--- src/bibod_pkg.sv ---
// Shared types and constants of the binary image block-OR downscaler.
`default_nettype none

package bibod_pkg;

  // Configuration register indexes.
  localparam int unsigned CFG_IDX_W  = 2;
  localparam int unsigned CFG_DATA_W = 11;

  typedef enum logic [CFG_IDX_W-1:0] {
    REG_SCALE  = 2'd0,
    REG_WIDTH  = 2'd1,
    REG_HEIGHT = 2'd2
  } bibod_reg_t;

  // Register widths and reset values.
  localparam int unsigned SCALE_W    = 8;
  localparam int unsigned DIM_W      = 11;
  localparam logic [SCALE_W-1:0] SCALE_RESET = 8'd1;
  localparam logic [DIM_W-1:0]   DIM_RESET   = 11'd1024;
  localparam int unsigned MAX_SCALE = 255;

  // Input byte codes.
  localparam logic [7:0] CHAR_ZERO = 8'h30;
  localparam logic [7:0] CHAR_ONE  = 8'h31;

  // Decoupling queue between front and back.
  localparam int unsigned FIFO_DEPTH = 4;
  localparam int unsigned FIFO_PTR_W = 2;
  localparam int unsigned FIFO_CNT_W = 3;

  // Per-pixel control flags decided by the front part.
  typedef struct packed {
    logic fresh;      // first pixel of a block: accumulator starts clean
    logic one;        // byte is a one
    logic bad;        // byte is neither zero nor one
    logic emit;       // pixel closes its block
    logic row_end;    // pixel closes an input row
    logic frame_end;  // pixel closes the frame
  } bibod_flags_t;

endpackage

`default_nettype wire

--- src/bibod_fifo.sv ---
// Short queue that decouples the front part from the back part.
`default_nettype none

module bibod_fifo #(
  parameter int unsigned DATA_W = 16
) (
  input  wire logic              clk,
  input  wire logic              rst_n,
  input  wire logic              push,
  input  wire logic [DATA_W-1:0] push_data,
  input  wire logic              pop,
  output logic [DATA_W-1:0]      head_data,
  output logic                   full,
  output logic                   empty
);
  import bibod_pkg::*;

  logic [DATA_W-1:0]     mem_r [FIFO_DEPTH];
  logic [FIFO_PTR_W-1:0] wr_ptr_r;
  logic [FIFO_PTR_W-1:0] rd_ptr_r;
  logic [FIFO_CNT_W-1:0] cnt_r;
  logic                  do_push;
  logic                  do_pop;

  assign full      = (cnt_r == FIFO_CNT_W'(FIFO_DEPTH));
  assign empty     = (cnt_r == '0);
  assign do_push   = push && !full;
  assign do_pop    = pop && !empty;
  assign head_data = mem_r[rd_ptr_r];

  always_ff @(posedge clk) begin
    if (!rst_n) begin
      wr_ptr_r <= '0;
      rd_ptr_r <= '0;
      cnt_r    <= '0;
    end else begin
      if (do_push) begin
        wr_ptr_r <= wr_ptr_r + 1'b1;
      end
      if (do_pop) begin
        rd_ptr_r <= rd_ptr_r + 1'b1;
      end
      case ({do_push, do_pop})
        2'b10:   cnt_r <= cnt_r + 1'b1;
        2'b01:   cnt_r <= cnt_r - 1'b1;
        default: cnt_r <= cnt_r;
      endcase
    end
  end

  always_ff @(posedge clk) begin
    if (do_push) begin
      mem_r[wr_ptr_r] <= push_data;
    end
  end

  a_cnt_bounded: assert property (@(posedge clk) disable iff (!rst_n)
    cnt_r <= FIFO_CNT_W'(FIFO_DEPTH))
    else $error("queue fill count beyond its depth");

endmodule

`default_nettype wire

--- src/bibod_front.sv ---
// Front part: configuration registers, raster position counters and pixel classification.
`default_nettype none

module bibod_front #(
  parameter int unsigned MAX_WIDTH  = 1024,
  parameter int unsigned MAX_HEIGHT = 1024
) (
  input  wire logic                                 clk,
  input  wire logic                                 rst_n,
  input  wire logic                                 cfg_valid,
  input  wire logic [bibod_pkg::CFG_IDX_W-1:0]      cfg_index,
  input  wire logic [bibod_pkg::CFG_DATA_W-1:0]     cfg_data,
  input  wire logic                                 in_valid,
  output logic                                      in_ready,
  input  wire logic [7:0]                           in_pixel_char,
  input  wire logic                                 q_full,
  output logic                                      q_push,
  output logic [((MAX_WIDTH > 1) ? $clog2(MAX_WIDTH) : 1)-1:0] q_idx,
  output bibod_pkg::bibod_flags_t                   q_flags
);
  import bibod_pkg::*;

  localparam int unsigned CW = (MAX_WIDTH > 1) ? $clog2(MAX_WIDTH) : 1;
  localparam int unsigned RW = (MAX_HEIGHT > 1) ? $clog2(MAX_HEIGHT) : 1;

  function automatic logic [31:0] clamp_reg(input logic [31:0] v, input logic [31:0] hi);
    logic [31:0] r;
    if (v == 32'd0) begin
      r = 32'd1;
    end else if (v > hi) begin
      r = hi;
    end else begin
      r = v;
    end
    return r;
  endfunction

  // Registers hold the clamped value minus one, ready for the end compares.
  logic [SCALE_W-1:0] sm1_r;
  logic [CW-1:0]      wm1_r;
  logic [RW-1:0]      hm1_r;

  logic [CW-1:0]      col_pos_r,  col_pos_nxt;
  logic [RW-1:0]      row_pos_r,  row_pos_nxt;
  logic [SCALE_W-1:0] cib_r,      cib_nxt;
  logic [SCALE_W-1:0] rib_r,      rib_nxt;
  logic [CW-1:0]      ocol_r,     ocol_nxt;

  logic row_end, frame_end, col_blk_end, row_blk_end;

  always_ff @(posedge clk) begin
    if (!rst_n) begin
      sm1_r <= SCALE_W'(clamp_reg(32'(SCALE_RESET), 32'(MAX_SCALE)) - 32'd1);
      wm1_r <= CW'(clamp_reg(32'(DIM_RESET), 32'(MAX_WIDTH)) - 32'd1);
      hm1_r <= RW'(clamp_reg(32'(DIM_RESET), 32'(MAX_HEIGHT)) - 32'd1);
    end else if (cfg_valid) begin
      case (cfg_index)
        REG_SCALE:
          sm1_r <= SCALE_W'(clamp_reg(32'(cfg_data[SCALE_W-1:0]), 32'(MAX_SCALE)) - 32'd1);
        REG_WIDTH:  wm1_r <= CW'(clamp_reg(32'(cfg_data), 32'(MAX_WIDTH)) - 32'd1);
        REG_HEIGHT: hm1_r <= RW'(clamp_reg(32'(cfg_data), 32'(MAX_HEIGHT)) - 32'd1);
        default: ;
      endcase
    end
  end

  assign in_ready = !q_full;
  assign q_push   = in_valid && in_ready;
  assign q_idx    = ocol_r;

  // Positions are compared as "at or past the end" so that shrinking a
  // dimension mid-frame closes the current block, row or frame at once.
  always_comb begin
    row_end     = (col_pos_r >= wm1_r);
    frame_end   = row_end && (row_pos_r >= hm1_r);
    col_blk_end = row_end || (cib_r >= sm1_r);
    row_blk_end = (row_pos_r >= hm1_r) || (rib_r >= sm1_r);

    q_flags.fresh     = (cib_r == '0) && (rib_r == '0);
    q_flags.one       = (in_pixel_char == CHAR_ONE);
    q_flags.bad       = (in_pixel_char != CHAR_ONE) && (in_pixel_char != CHAR_ZERO);
    q_flags.emit      = col_blk_end && row_blk_end;
    q_flags.row_end   = row_end;
    q_flags.frame_end = frame_end;
  end

  always_comb begin
    col_pos_nxt = col_pos_r;
    row_pos_nxt = row_pos_r;
    cib_nxt     = cib_r;
    rib_nxt     = rib_r;
    ocol_nxt    = ocol_r;
    if (row_end) begin
      col_pos_nxt = '0;
      cib_nxt     = '0;
      ocol_nxt    = '0;
      if (frame_end) begin
        row_pos_nxt = '0;
        rib_nxt     = '0;
      end else begin
        row_pos_nxt = row_pos_r + 1'b1;
        rib_nxt     = row_blk_end ? '0 : rib_r + 1'b1;
      end
    end else begin
      col_pos_nxt = col_pos_r + 1'b1;
      if (col_blk_end) begin
        cib_nxt  = '0;
        ocol_nxt = ocol_r + 1'b1;
      end else begin
        cib_nxt = cib_r + 1'b1;
      end
    end
  end

  always_ff @(posedge clk) begin
    if (!rst_n) begin
      col_pos_r <= '0;
      row_pos_r <= '0;
      cib_r     <= '0;
      rib_r     <= '0;
      ocol_r    <= '0;
    end else if (q_push) begin
      col_pos_r <= col_pos_nxt;
      row_pos_r <= row_pos_nxt;
      cib_r     <= cib_nxt;
      rib_r     <= rib_nxt;
      ocol_r    <= ocol_nxt;
    end
  end

  a_frame_wraps: assert property (@(posedge clk) disable iff (!rst_n)
    q_push && q_flags.frame_end |=> (col_pos_r == '0) && (row_pos_r == '0) && (ocol_r == '0))
    else $error("raster counters did not wrap at the end of the frame");

endmodule

`default_nettype wire

--- src/bibod_back.sv ---
// Back part: column accumulator memory read-modify-write and the output register.
`default_nettype none

module bibod_back #(
  parameter int unsigned MAX_WIDTH = 1024
) (
  input  wire logic                                 clk,
  input  wire logic                                 rst_n,
  input  wire logic                                 q_empty,
  input  wire logic [((MAX_WIDTH > 1) ? $clog2(MAX_WIDTH) : 1)-1:0] q_idx,
  input  wire bibod_pkg::bibod_flags_t              q_flags,
  output logic                                      q_pop,
  output logic                                      out_valid,
  input  wire logic                                 out_ready,
  output logic                                      out_pixel,
  output logic                                      out_bad_char,
  output logic                                      out_end_of_row,
  output logic                                      out_end_of_frame
);
  import bibod_pkg::*;

  localparam int unsigned CW = (MAX_WIDTH > 1) ? $clog2(MAX_WIDTH) : 1;

  // One entry per output column: bit 0 is the OR of ones, bit 1 a bad byte seen.
  logic [1:0]   acc_mem [MAX_WIDTH];
  logic [1:0]   rdata_r;

  logic         b1_vld_r;
  logic [CW-1:0] b1_idx_r;
  bibod_flags_t b1_flags_r;

  logic         b2_vld_r;
  logic [CW-1:0] b2_idx_r;
  bibod_flags_t b2_flags_r;
  logic [1:0]   b2_old_r, b2_old_nxt;

  logic         lw_vld_r;
  logic [CW-1:0] lw_idx_r;
  logic [1:0]   lw_val_r;

  logic         out_valid_r;
  logic         out_pixel_r, out_bad_r, out_eor_r, out_eof_r;

  logic         adv;
  logic [1:0]   acc_new;

  assign adv     = !(b2_vld_r && b2_flags_r.emit && out_valid_r && !out_ready);
  assign q_pop   = adv && !q_empty;
  assign acc_new = (b2_flags_r.fresh ? 2'b00 : b2_old_r) | {b2_flags_r.bad, b2_flags_r.one};

  // The memory read for the stage-one item misses the write made in the same
  // cycle and the one made as it moves on, so both are forwarded here.
  always_comb begin
    if (b2_vld_r && (b2_idx_r == b1_idx_r)) begin
      b2_old_nxt = acc_new;
    end else if (lw_vld_r && (lw_idx_r == b1_idx_r)) begin
      b2_old_nxt = lw_val_r;
    end else begin
      b2_old_nxt = rdata_r;
    end
  end

  always_ff @(posedge clk) begin
    if (adv) begin
      rdata_r <= acc_mem[q_idx];
      if (b2_vld_r) begin
        acc_mem[b2_idx_r] <= acc_new;
      end
    end
  end

  always_ff @(posedge clk) begin
    if (!rst_n) begin
      b1_vld_r    <= 1'b0;
      b2_vld_r    <= 1'b0;
      lw_vld_r    <= 1'b0;
      out_valid_r <= 1'b0;
    end else begin
      if (adv) begin
        b1_vld_r <= !q_empty;
        b2_vld_r <= b1_vld_r;
        lw_vld_r <= b2_vld_r;
      end
      if (adv && b2_vld_r && b2_flags_r.emit) begin
        out_valid_r <= 1'b1;
      end else if (out_ready) begin
        out_valid_r <= 1'b0;
      end
    end
  end

  always_ff @(posedge clk) begin
    if (adv) begin
      b1_idx_r   <= q_idx;
      b1_flags_r <= q_flags;
      b2_idx_r   <= b1_idx_r;
      b2_flags_r <= b1_flags_r;
      b2_old_r   <= b2_old_nxt;
      lw_idx_r   <= b2_idx_r;
      lw_val_r   <= acc_new;
    end
    if (adv && b2_vld_r && b2_flags_r.emit) begin
      out_pixel_r <= acc_new[0];
      out_bad_r   <= acc_new[1];
      out_eor_r   <= b2_flags_r.row_end;
      out_eof_r   <= b2_flags_r.frame_end;
    end
  end

  assign out_valid        = out_valid_r;
  assign out_pixel        = out_pixel_r;
  assign out_bad_char     = out_bad_r;
  assign out_end_of_row   = out_eor_r;
  assign out_end_of_frame = out_eof_r;

  a_stall_holds: assert property (@(posedge clk) disable iff (!rst_n)
    b2_vld_r && b2_flags_r.emit && out_valid_r && !out_ready
    |=> b2_vld_r && $stable(b2_idx_r) && $stable(b2_old_r))
    else $error("finishing stage moved on while the output register was full");

  a_eof_has_eor: assert property (@(posedge clk) disable iff (!rst_n)
    out_valid_r && out_eof_r |-> out_eor_r)
    else $error("end of frame without end of row");

  a_pop_only_on_adv: assert property (@(posedge clk) disable iff (!rst_n)
    q_pop |-> adv && !q_empty)
    else $error("queue popped while the back part was stalled");

endmodule

`default_nettype wire

--- src/binary_image_block_or_downscale_top.sv ---
// Top level of the binary image block-OR downscaler.
//
// Input pixels arrive as ASCII bytes in raster order on the in_ channel, one
// transfer per pixel. The picture is cut into scale by scale blocks (short at
// the right and bottom edges), and each block yields one output transfer on
// the out_ channel carrying the OR of its ones, a bad-byte flag and
// end-of-row / end-of-frame marks, sent when the block's last pixel arrives.
// The cfg_ channel writes scale factor (index 0), image width (1) and image
// height (2); cfg_ready is always high, so a write is taken when offered.
// Configuration is meant to change only while the block is idle.
// Throughput is one pixel per cycle while the receiver keeps up: the
// per-column accumulator memory does one read-modify-write per pixel, with
// forwarding between its read and write stages. The pixel that closes a block
// passes through the queue, stage one and the finishing stage before its result
// is held by the output register until out_ready takes it.
// When the receiver stalls, the back part holds and a four-entry queue keeps
// taking pixels until it fills; in_ready then drops.
// Reset (synchronous, active low) restores the default registers, clears all
// positions and empties the queue and pipeline; the accumulator memory needs
// no clearing because the first pixel of each block overwrites its entry.
`default_nettype none

module binary_image_block_or_downscale_top #(
  parameter int unsigned MAX_WIDTH  = 1024,
  parameter int unsigned MAX_HEIGHT = 1024
) (
  input  wire logic                             clk,
  input  wire logic                             rst_n,
  input  wire logic                             cfg_valid,
  output logic                                  cfg_ready,
  input  wire logic [bibod_pkg::CFG_IDX_W-1:0]  cfg_index,
  input  wire logic [bibod_pkg::CFG_DATA_W-1:0] cfg_data,
  input  wire logic                             in_valid,
  output logic                                  in_ready,
  input  wire logic [7:0]                       in_pixel_char,
  output logic                                  out_valid,
  input  wire logic                             out_ready,
  output logic                                  out_pixel,
  output logic                                  out_bad_char,
  output logic                                  out_end_of_row,
  output logic                                  out_end_of_frame
);
  import bibod_pkg::*;

  localparam int unsigned CW = (MAX_WIDTH > 1) ? $clog2(MAX_WIDTH) : 1;
  localparam int unsigned QW = CW + $bits(bibod_flags_t);

  logic          push, pop, q_full, q_empty;
  logic [CW-1:0] push_idx, head_idx;
  bibod_flags_t  push_flags, head_flags;
  logic [QW-1:0] push_data, head_data;

  // Register writes are always taken in the cycle they are offered.
  assign cfg_ready = 1'b1;

  // Front part: keeps the raster position and decides, per pixel, which
  // accumulator column it updates and whether it closes a block.
  bibod_front #(
    .MAX_WIDTH  (MAX_WIDTH),
    .MAX_HEIGHT (MAX_HEIGHT)
  ) u_front (
    .clk           (clk),
    .rst_n         (rst_n),
    .cfg_valid     (cfg_valid),
    .cfg_index     (cfg_index),
    .cfg_data      (cfg_data),
    .in_valid      (in_valid),
    .in_ready      (in_ready),
    .in_pixel_char (in_pixel_char),
    .q_full        (q_full),
    .q_push        (push),
    .q_idx         (push_idx),
    .q_flags       (push_flags)
  );

  assign push_data = {push_idx, push_flags};

  bibod_fifo #(
    .DATA_W (QW)
  ) u_fifo (
    .clk       (clk),
    .rst_n     (rst_n),
    .push      (push),
    .push_data (push_data),
    .pop       (pop),
    .head_data (head_data),
    .full      (q_full),
    .empty     (q_empty)
  );

  assign head_idx   = head_data[QW-1 -: CW];
  assign head_flags = bibod_flags_t'(head_data[$bits(bibod_flags_t)-1:0]);

  // Back part: accumulates each pixel into its column entry and presents the
  // finished block through the output register.
  bibod_back #(
    .MAX_WIDTH (MAX_WIDTH)
  ) u_back (
    .clk              (clk),
    .rst_n            (rst_n),
    .q_empty          (q_empty),
    .q_idx            (head_idx),
    .q_flags          (head_flags),
    .q_pop            (pop),
    .out_valid        (out_valid),
    .out_ready        (out_ready),
    .out_pixel        (out_pixel),
    .out_bad_char     (out_bad_char),
    .out_end_of_row   (out_end_of_row),
    .out_end_of_frame (out_end_of_frame)
  );

endmodule

`default_nettype wire
--- config.mk ---
export PLATFORM = sky130hd
export DESIGN_NAME = binary_image_block_or_downscale_top
export DESIGN_NICKNAME = d
export VERILOG_FILES = /design/src/bibod_pkg.sv /design/src/bibod_fifo.sv /design/src/bibod_front.sv /design/src/bibod_back.sv /design/src/binary_image_block_or_downscale_top.sv
export SDC_FILE = /design/constraint.sdc
export NUM_CORES = 2
export LEC_CHECK = 0
export ABC_CLOCK_PERIOD_IN_PS = 16700
export BUFFER_PORTS_ARGS = -buffer_cell sky130_fd_sc_hd__buf_2
export CAP_MARGIN = 10
export CORE_ASPECT_RATIO = 0.7
export CORE_MARGIN = 2
export CORE_UTILIZATION = 50
export CTS_BUF_LIST = sky130_fd_sc_hd__clkbuf_4 sky130_fd_sc_hd__clkbuf_8 sky130_fd_sc_hd__clkbuf_16
export CTS_CLUSTER_DIAMETER = 100
export DETAILED_ROUTE_END_ITERATION = 6
export PLACE_DENSITY_LB_ADDON = 0.3
export SLEW_MARGIN = 40
export SYNTH_ARGS = -nofsm -noshare
export SYNTH_HDL_FRONTEND = slang
export SYNTH_SLANG_ARGS = --single-unit
--- constraint.sdc ---
create_clock -name clk -period 16.7 [get_ports clk]
set_input_delay 0 -clock clk [delete_from_list [all_inputs] [get_ports clk]]
set_output_delay 0 -clock clk [all_outputs]
set_load 0.05 [all_outputs]
==> Word-level counts from Yosys, hierarchy flattened <==
Memories as Yosys holds them, arrays and structs flattened. A register that Yosys moved wholly into a read port is not among the register bits.
Index checks and enable logic that the tools add are counted.
Widths: inputs -> output; s select.
{ "totals": {"register_bits": 135, "ramBits": 2112, "elab_cells": 135, "mem_count": 2} }
{ "memory_table": {"columns": ["memory", "depth", "width", "read_ports", "rd_clocked_by_memory_dff", "wr", "line_no", "rtl"], "rows": [
  ["u_back.acc_mem", 1024, 2, 1, 1, 1, "bibod_back.sv:25", "logic [1:0] acc_mem [MAX_WIDTH];"],
  ["u_fifo.mem_r", 4, 16, 1, 1, 1, "bibod_fifo.sv:18", "logic [DATA_W-1:0] mem_r [FIFO_DEPTH];"]
]} }
{ "op_classes": {"add_sub_neg": 12, "order_cmp": 5, "eq_ne": 10, "n_mux": 33, "n_bitwise": 1, "n_reduce_logical": 36} }
{ "op_table": {"columns": ["cell", "n"], "rows": [
  ["$mux 10", 12],
  ["$mux 8", 8],
  ["$add 10x1->10 const B", 3],
  ["$logic_not 8->1", 3],
  ["$eq 10x10->1", 2],
  ["$ge 10x10->1", 2],
  ["$sub 10x1->10 const B", 2],
  ["$add 8x1->8 const B", 2],
  ["$ge 8x8->1", 2],
  ["$ne 8x6->1 const B", 2],
  ["$logic_and 1x1->1", 15],
  ["$gt 11x11->1 const B", 1],
  ["$logic_not 11->1", 1],
  ["$mux 2", 5],
  ["$reduce_and 2->1", 5],
  ["$eq 8x6->1 const B", 1],
  ["$sub 8x1->8 const B", 1],
  ["$mux 1", 7],
  ["$pmux 3 s2", 1],
  ["$reduce_bool 2->1", 3],
  ["$logic_not 1->1", 5],
  ["$add 2x1->2 const B", 2],
  ["$eq 2x1->1 const B", 2],
  ["$eq 2x2->1 const B", 2],
  ["7 further kinds", 8]
]} }

==> Depth between registers and ports, before layout <==
{ "logic_depth": {"word_depth": 8, "mapped_depth": 18} }

==> Cells and area by module <==
From an unflattened synthesis, not the netlist that was laid out.
{ "unflattened": {"cells_unflattened": 5626, "hier_area_um2": 93039.2} }
{ "modules_own_cells": {"columns": ["mod", "instances", "cells_each", "area_per_inst_um2", "seq_area_each_um2"], "rows": [
  ["bibod_back", 1, 4933, 85669.7, 63140.6],
  ["bibod_front", 1, 553, 4540.6, 1481.4],
  ["bibod_fifo", 1, 138, 2817.7, 2102.0],
  ["binary_image_block_or_downscale_top", 1, 2, 11.3, 0.0]
]} }

==> Least setup slack after synthesis <==
Ideal clock, no wire load.
{ "synth_timing": {"kind": "register to register", "startpoint": "register u_back.b2_flags_r[5] in the netlist's numbering", "endpoint": "memory u_back.acc_mem[0][0], data pin", "setup_ps": 2596, "arrival_ps": 11817, "setup_slack_ps": 2287, "path_stages_with_launch": 3, "period_less_slack_ps": 14413, "path_cell_list": "edfxtp_1 inv_1 a21o_1"} }
{ "synth_via": {"elab_chain_cells": 2} }
{ "synth_rtl": {"columns": ["item", "line_no", "rtl"], "rows": [
  ["from (decl)", "bibod_back.sv:34", "bibod_flags_t b2_flags_r;"],
  ["from (signal assigned)", "bibod_back.sv:97", "b2_flags_r <= b1_flags_r;"],
  ["$mux 2", "bibod_back.sv:49", "assign acc_new = (b2_flags_r.fresh ? 2'b00 : b2_old_r) | {b2_flags_r.bad, b2_flags_r.one};"],
  ["$or 2x2->2", "bibod_back.sv:49", null],
  ["net u_back.acc_new[0]", "bibod_back.sv:45", "logic [1:0] acc_new;"],
  ["to (decl)", "bibod_back.sv:25", null]
]} }
The timed path passes the listed nets, and every way through them passes these cells.

==> summary.md <==
| Metric | Value |
|---|---|
| Outcome | finished clean |
| CTS Buffer Depth | 4 |
| CTS Sinks | 2251 |
| Maximum number of pins on one net before global-route repair | 242 |
| Startpoint Class | flop |
| CP max FO | 150 |
| Die ar. | 192700 sq um |
| Synth top cells by count | edfxtp_1, nor2_1, nand2_1 |
| Largest register by flop count | u_back.acc_mem |
| FMAX | 0.1470 GHz |
| Overall routed net length | 277300 um |
| Pre-antenna DRT Iters | 7 |
| NumNets Final | 6872 |
| Power per Cell Area | 172.1 nW/um^2 |
| CTS Buf Count | 205 |
| RSZ-0062 raised after global routing | no |
| Post-route DRC | 0 |
| Max reg flops | 2048 |
| CP max-delay cell | buf_4 |
| Final HPWL DP | 151100 um |
| CTS tree | built |
| Yosys top cell area share | 68.72% |
| Most used cell, CP | buf_4 |
| Crit path max-delay family | buffers and inverters |
| Multi-input logic area | 25420 sq um |
| Mapped cell area | 94570 sq um |
| Vias in the first global route | 57640 |
| Top flop regs | u_back.acc_mem (2048), u_fifo.mem_r (64) |
| WP data arrival | 7380 ps |
| Period utilization | 40.72% |
| Buf/Inv on CP | 6 |
| Initial antenna violation count | 12 |
| Fin crit period | 6801 ps |
| WL per Instance | 29.35 um |
| Power Total | 17.94 mW |
| Via count | 61040 |
| CP Capture Type | flop |
| Post-CTS repair timing setup buffer count | 0 |
| Yosys top cell by area | edfxtp_1 |
| Die Y | 367.9 um |
| Syn Nets | 6971 |
| Final Hold Viols | 0 |
| ANT nets after route | 0 |
| Boundary Pins | 33 |
| # fillers | 14880 |
| CTS Root Cell | clkbuf_16 |
| Synth Flop Type | edfxtp_1 |
| Ys async rst share | 0% |
| Post-synth EDFFs | 2164 |
| Port buffer count | 31 |
| Setup TNS | 0 ps |
| Worst path cell trace | buf_4 > mux2i_1 > mux2_8 > clkinv_16 > buf_16 > buf_4 > buf_4 > buf_12 > mux4_2 > a22o_1 > a221o_1 > o21ai_0 > o32ai_1 > a21oi_1 > a211oi_1 |
| Post-synthesis sequential area ratio | 70.56% |
| Drt initial violations | 10870 |
| Final GP Congestion | 0.8483 |
| Area Growth Syn to Fin | 10.22% |
| Critical Path RT | 17280 ps |
| Top cells by area, synth | edfxtp_1, mux4_2, nor2_1 |
| Clk_lat worst skew | 860 ps |
| H-tree Lvls | 4 |
| Worst min path class | in -> reg |
| Lkg Pwr | 32.94 nW |
| Max Cap Viol | 0 |
| Count leader, synth | edfxtp_1 |
| Layout cells sized above 1 | 11.68% |
| Synth Warn # | 0 |
| Post-Synthesis Cells | 6894 |
| Setup violators final | 0 |
| Die Width | 523.8 um |
| Crit Path Category | reg -> reg |
| Fin cells | 9447 |
| Final Max Slew Viols | 0 |
| DR vias/cell | 6.461 |
| Core ar. | 187900 sq um |
| Sequential cell area | 66720 sq um |
| Skew final | 27.93 ps |
| Normalized max-slew margin | 34.63% |
| Register bit total from synthesis | 2251 |
| Slowest stage delay, CP | 690 ps |
| Post-synth cell types | 78 |
| Total congestion overflow | 0 |
| Initial core utilization | 50.33% |
| Worst-margin pin slew | 980.6 ps |
| Global-route wire length before repair | 398200 um |
| GR Util All Layers | 28.36% |
| Rows | 133 |
| Syn_area_per_cell | 13.72 sq um |
| Clk slew on worst S/H paths | 60 ps |
| VDD IR max | 0.0001701 V |
| Placed cells | 9037 |
## cells by family after synthesis
group                    after synthesis  share of synthesized area [%]
AND/OR/NAND/NOR                     2695                          11.99
flip-flops                          2251                          70.56
AO/OA/AOI/OAI                        813                          6.039
buffers and inverters                603                          3.130
multiplexers                         428                          7.117
XOR/XNOR                              52                         0.4816
adder cells (fa/ha/maj)               51                         0.6827
other                                  1                       0.003965
## final timing paths
path / to / depth (start not counted) / slack (ps) / start
max reg2reg: u_back.rdata_r[1]$_DFFE_PN_ / 15 / 9900 / flop
min: u_fifo.mem_r[3][3]$_DFFE_PP_ / 3 / 180 / in_pixel_char[5]
max: u_back.rdata_r[1]$_DFFE_PN_ / 15 / 9900 / flop
min reg2reg: u_back.b2_flags_r[5]$_DFFE_PN_ / 0 / 420 / u_back.b1_flags_r[5]$_DFFE_PN_
## cells in the final DEF, fill, tap and decap left out, drive strengths merged, types with 101 or more instances in the layout
master / count
nor2b: 101
nand3: 223
mux4: 194
a21oi: 155
clkbuf: 257
edfxtp: 2164
mux2i: 222
buf: 201
nand2: 1011
nor2: 1100
a211oi: 104
## cell type report
type,instances,share of cell area [%]
Sequential cell,2251,64.01
Multi-Input combinational cell,4040,24.38
Clock buffer,257,5.371
Tap cell,2497,2.997
Timing Repair Buffer,242,2.320
Clock inverter,97,0.6566
Inverter,55,0.2365
Antenna cell,8,0.01921
## through the flow
stage / area [sq um] / util [%] / hold WS, ps / setup WS (ps)
2_1_floorplan: 94570 / - / 214.0 / 2287
3_3_place_gp: 96760 / 51.50 / 322.7 / 10060
3_5_place_dp: 97300 / 51.79 / 355.8 / 10300
4_1_cts: 104000 / 55.35 / 157.0 / 10270
5_1_grt: 104200 / 55.47 / 213.3 / 9559
6_report: 104200 / 55.48 / 179.1 / 9899
## metal layers
| layer | share of wire [%] | up-vias | global-route usage (%) | wire length, um |
|---|---|---|---|---|
| li1 | - | 25470 | - | - |
| met1 | 39 | 30540 | 42.10 | 109200 |
| met2 | 42 | 4464 | 39.12 | 115700 |
| met3 | 16 | 559 | 9.816 | 43180 |
| met4 | 3.3 | 2 | 8.785 | 9235 |
| met5 | 0.0029 | - | 0 | 8 |
## power breakdown
group / internal (mW) / switching [mW] / total (mW)
sequential: 6.94 / 0.0918 / 7.03
combinational: 1.75 / 4.60 / 6.35
clock: 2.50 / 2.05 / 4.55
## timing repair
action | 4_1_cts | 5_1_grt
hold buffers | 41 | 0
hold endpoints to repair | 121 | 0
resized for setup | 0 | 0
## worst reg2reg max path: stages, from the launching register on
cell	delay [ps]
dfxtp_1	310
buf_4	340
mux2i_1	170
mux2_8	460
clkinv_16	480
buf_16	570
buf_4	740
buf_4	710
buf_12	640
mux4_2	780
a22o_1	240
a221o_1	340
o21ai_0	260
o32ai_1	130
a21oi_1	280
a211oi_1	90
No activity file was read; power rests on OpenSTA's default activity.
